==> src/sga_pkg.sv <==
// ----------------------------------------------------------------------------
// sga_pkg
// Shared widths, register indexes and the body record passed from the
// front end to the back end of the softened gravity accumulator.
// ----------------------------------------------------------------------------
package sga_pkg;

   // fixed field widths
   localparam int DATA_W     = 32;
   localparam int ACC_OUT_W  = 48;
   localparam int MASS_OUT_W = 47;
   localparam int D2_W       = 64;
   localparam int CSR_IDX_W  = 8;

   // configuration register indexes
   localparam logic [CSR_IDX_W-1:0] CSR_TARGET_X     = 8'd0;
   localparam logic [CSR_IDX_W-1:0] CSR_TARGET_Y     = 8'd1;
   localparam logic [CSR_IDX_W-1:0] CSR_TARGET_Z     = 8'd2;
   localparam logic [CSR_IDX_W-1:0] CSR_SOFTENING_SQ = 8'd3;

   // one classified body: offset magnitudes, signs and squared distance
   typedef struct packed {
      logic [DATA_W-1:0] mass;
      logic [DATA_W-1:0] abs_x;
      logic [DATA_W-1:0] abs_y;
      logic [DATA_W-1:0] abs_z;
      logic              neg_x;
      logic              neg_y;
      logic              neg_z;
      logic [D2_W-1:0]   d2;
      logic              last;
   } sga_body_type;

endpackage

==> src/sga_queue.sv <==
// ----------------------------------------------------------------------------
// sga_queue
// Two-entry queue decoupling the front end from the back end.
// ----------------------------------------------------------------------------
module sga_queue import sga_pkg::*; (
   input  logic         clock,
   input  logic         reset,
   input  logic         in_valid,
   output logic         in_ready,
   input  sga_body_type in_body,
   output logic         out_valid,
   input  logic         out_ready,
   output sga_body_type out_body
);

   sga_body_type entry_ff [2];
   logic         wr_ptr_ff, rd_ptr_ff;
   logic [1:0]   count_ff;
   logic         push, pop;

   assign in_ready  = (count_ff != 2'd2);
   assign out_valid = (count_ff != 2'd0);
   assign out_body  = entry_ff[rd_ptr_ff];
   assign push      = in_valid && in_ready;
   assign pop       = out_valid && out_ready;

   // pointers and fill count
   always_ff @(posedge clock) begin
      if (reset) begin
         wr_ptr_ff <= 1'b0;
         rd_ptr_ff <= 1'b0;
         count_ff  <= 2'd0;
      end else begin
         if (push) wr_ptr_ff <= !wr_ptr_ff;
         if (pop)  rd_ptr_ff <= !rd_ptr_ff;
         if (push && !pop)      count_ff <= count_ff + 2'd1;
         else if (pop && !push) count_ff <= count_ff - 2'd1;
      end
   end

   // entry storage
   always_ff @(posedge clock) begin
      if (push) entry_ff[wr_ptr_ff] <= in_body;
   end

endmodule

==> config.mk <==
export PLATFORM = sky130hd
export DESIGN_NAME = sga_queue
export DESIGN_NICKNAME = d
export VERILOG_FILES = /design/src/sga_pkg.sv /design/src/sga_queue.sv
export SDC_FILE = /design/constraint.sdc
export NUM_CORES = 1
export LEC_CHECK = 0
export ABC_CLOCK_PERIOD_IN_PS = 5750
export CAP_MARGIN = 40
export CORE_UTILIZATION = 57
export CTS_CLUSTER_SIZE = 30
export DETAILED_ROUTE_END_ITERATION = 7
export DONT_BUFFER_PORTS = 1
export MAX_ROUTING_LAYER = met4
export PLACE_DENSITY_LB_ADDON = 0.15
export SKIP_LAST_GASP = 1
export SLEW_MARGIN = 40
export SYNTH_ARGS = -nofsm -noshare
export SYNTH_HDL_FRONTEND = slang
export SYNTH_SLANG_ARGS = --single-unit
==> constraint.sdc <==
create_clock -name clock -period 5.75 [get_ports clock]
set_input_delay 0.2875 -clock clock [delete_from_list [all_inputs] [get_ports clock]]
set_output_delay 0.2875 -clock clock [all_outputs]
set_load 0.01 [all_outputs]
Word-level counts from Yosys, hierarchy flattened:

Memories as Yosys holds them, arrays and structs flattened. A register that Yosys moved wholly into a read port is not among the register bits.
Index checks and enable logic that the tools add are counted.
Widths: inputs -> output; s select.

* memories: 1
* memory bits (writable): 392
* register bits: 4
* input port bits: 200

Memory list
* entry_ff: words 2, bits a word 196, read ports 1, clocked after memory_dff 1, write ports 1, line sga_queue.sv:16 `sga_body_type entry_ff [2];`

* mux-type cells: 6
* add/subtract/negate cells: 2
* reductions and logical operators: 10
* equality and inequality tests: 1

Operators with widths (number)
* $logic_and 1x1->1: 4
* $logic_not 1->1: 4
* $mux 1: 4
* $mux 2: 2
* $reduce_bool 2->1: 2
* $add 2x1->2 const B: 1
* $ne 2x2->1 const B: 1
* $sub 2x1->2 const B: 1

Logic depth before layout (Yosys ltp):

* depth after elaboration: 6
* mapped depth: 6

Least setup slack after synthesis:

Ideal clock, no wire load.

* path kind: register -> register
* start: register count_ff[0]
* end: memory entry_ff[1][0] (netlist name) (enable)
* data arrival time: 5.169 ns
* period minus slack after synthesis: 5.751 ns
* setup slack: -0.001 ns
* stages on the path, launching flop included: 3
* path through: dfxtp_1 -> nand2b_1 -> and3_1

* longest elaborated chain between the ends: 4

RTL lines
* start, declared: line sga_queue.sv:18 `logic [1:0] count_ff;`
* start signal, assigned: line sga_queue.sv:36 `if (push && !pop) count_ff <= count_ff + 2'd1;`
* start signal, assigned: line sga_queue.sv:37 `else if (pop && !push) count_ff <= count_ff - 2'd1;`
* $ne 2x2->1: line sga_queue.sv:21 `assign in_ready = (count_ff != 2'd2);`
* net in_ready: line sga_queue.sv:9 `output logic in_ready,`
* $logic_and 1x1->1: line sga_queue.sv:24 `assign push = in_valid && in_ready;`
* $mux 1: line sga_queue.sv:43 `if (push) entry_ff[wr_ptr_ff] <= in_body;`
* $mux 1 (not written as such): line sga_queue.sv:43
* end, declared: line sga_queue.sv:16

The timed path passes the listed nets, and every way through them passes these cells.

==> out/metrics.cfg <==
[cts]
cts_buffers=39
worstSkewPairLatency_ps=510
clockRootBuffer=clkbuf_16
cts_resized=0
clock_path_buffers=3
cts_tree=done
clkTransAtPathRegs_ps=60
clock-sinks=397
htree_num_levels=2

[grt]
grtUsageMet3_pct=6.82
grt_busiest_layer=met2
overflow=0
grt_pass1_wl_um=40600
use_met2_pct=36.6
grt_use_total_pct=21.3
grt_max_degree=153
antenna_found_initial=0
grt_pass1_vias=7205
use_met1_pct=22.9

[finish]
n_fill_cell=1464
multi_input_comb_area_um2=2860
finalNonFillerCells=1213
diodes=0
final_core_util_pct=72.4
drive_gt1_share_pct=29.1
stdcell_area_um2=18400
area_delta_synth_final_pct=23.4
final_nets=1059
seqCellArea_um2=11900

[routing]
ant_nets=0
avgViaCountPerCell=5.47
wl_per_cell_um=23.6
drt-initial-drc-count=451
drcViolationCount=0
vias=6641
dr.pass1.iters=4
drt-total-wl_um=28600

[placement]
placed_cells=947
placed_area_um2=15200
place.port_buffers=0
gp_congestion=0.784
pre_cts_ws_ps=3040
dp_hpwl_um=17900

[worst_setup_path]
rrSetupSlack_ps=3040
cp.required_ps=5460
arrival_ps=2490
end_kind=output port
start_kind=flop
crit_fanout=80
critPathKind=reg2out

[floorplanning]
dieArea_um2=26900
core_area_um2=25500
die_height_um=164
die_w_um=164
start_util_pct=58.7
io_pins=398
rows=58

[timing]
worstMarginPinSlew_ps=882
setup_slack_ps=2970
finalSetupTns_ps=0
grt_setup_unrepaired=false
period_share_pct=48.4
setup_viol=0
fin_skew_ps=14.3
max_freq_mhz=360
post-route-min-period_ps=2780
hold_viol=0
slew_headroom_pct=41.2
maxSlewViolCount=0

[synth]
synth_warnings=0
syn-num-nets=835
avgSynthCellArea_um2=23.6
synthCells=634
syn_area_um2=14900
yosysSeqAreaShare_pct=79.4
ys_ff_latch=397
yosysUniqueCellTypes=19

[job]
cap_violations=0

[power]
power.density_nw_per_um2=428
p_leak_uw=0.00643
irDropWorstVdd_uv=642

[worst_hold_path]
hold_path_class=in2reg

[status]
status=finished, final reports clean

-- worst max-delay path: stages, from the launching register on --
cell	delay [ps]
dfxtp_4	680
buf_12	340
buf_16	420
mux2_2	440
-- Yosys cell counts --
| cell | count | area, um2 |
|---|---|---|
| buf_6 | 17 | 191 |
| edfxtp_1 | 392 | 11800 |
| nor2_1 | 3 | 11.3 |
| nand3b_1 | 1 | 7.51 |
| and2_1 | 1 | 6.26 |
| a21bo_2 | 1 | 10.0 |
| or3_1 | 1 | 6.26 |
| ha_1 | 1 | 12.5 |
| and3_1 | 1 | 6.26 |
| a21oi_1 | 2 | 10.0 |
| buf_2 | 5 | 25.0 |
| nand2b_1 | 1 | 6.26 |
| mux2_2 | 56 | 631 |
| xor2_1 | 3 | 26.3 |
| dfxtp_1 | 5 | 100 |
| o21ai_0 | 2 | 10.0 |
| inv_1 | 1 | 3.75 |
| mux2_4 | 140 | 2100 |
| or2_2 | 1 | 6.26 |
-- cells by family (layout without fill, tap and decap cells) --
logic type      Yosys count  in the layout  share of synthesized area, %
flops                   397            397                          79.4
mux                     196            196                          18.3
buf+inv                  23            272                          1.47
simple gates              9              9                         0.335
compound gates            5              5                         0.201
xor+xnor                  3              3                         0.176
fa+ha+maj                 1              1                        0.0837
-- through the flow --
step	total power, uW	hold WS (ps)
floorplan	5240	357
global placement	5400	355
detailed placement	5450	353
CTS	7910	126
global route	8160	156
finish	7890	134
-- cell usage in the layout (no fill, tap or decap), types with 2 or more instances in the layout --
cell,instances
buf_4,2
dfxtp_1,4
a21oi_1,2
clkinv_2,4
o21ai_0,2
clkinv_1,10
clkbuf_1,7
inv_6,2
mux2_2,56
xor2_1,3
buf_12,4
nor2_1,3
dlygate4sd3_1,198
clkbuf_16,40
bufinv_16,2
mux2_4,140
edfxtp_1,392
-- report_power, final --
part	switching (uW)	leakage, uW	internal, uW
logic	965	0.00215	822
clock network	1000	0.000577	1360
registers	126	0.00370	3620
total	2090	0.00643	5800
-- metal layers --
layer	vias up	share of wire (%)	wire (um)
li1	2971	-	-
met1	3319	36	10200
met2	290	52	14800
met3	61	9.1	2600
met4	0	3.5	991
met5	-	0	0
-- worst paths after layout --
| path | from | endpoint | cells past startpoint |
|---|---|---|---|
| setup / recovery | flop | out_body[10] | 3 |
| hold reg to reg | rd_ptr_ff$_SDFFE_PP0P_ | flop | 2 |
| hold / removal | out_ready | flop | 3 |
| setup reg to reg | count_ff[0]$_SDFFE_PP0P_ | entry_ff[0][89]$_DFFE_PP_ | 4 |
-- sequential cells by signal, indices dropped and copies added (netlist names), named ones only --
signal     count
count_ff       2
wr_ptr_ff      1
rd_ptr_ff      1
entry_ff     392
-- layout make-up --
type	count	area share [%]
clock buffers	47	5.57
clock inverters	19	0.821
inverters	1	0.0882
multi-input cells	214	15.5
flip-flops and latches	397	64.4
well taps	330	2.24
repair buffers	205	11.4
-- timing repair --
action | in CTS | in global routing
endpoints found under the setup margin | 0 | 0
hold buffers | 198 | 0
endpoints found under the hold margin | 397 | 0
setup buffers | 0 | 0
(Power assumes the default switching activity.)
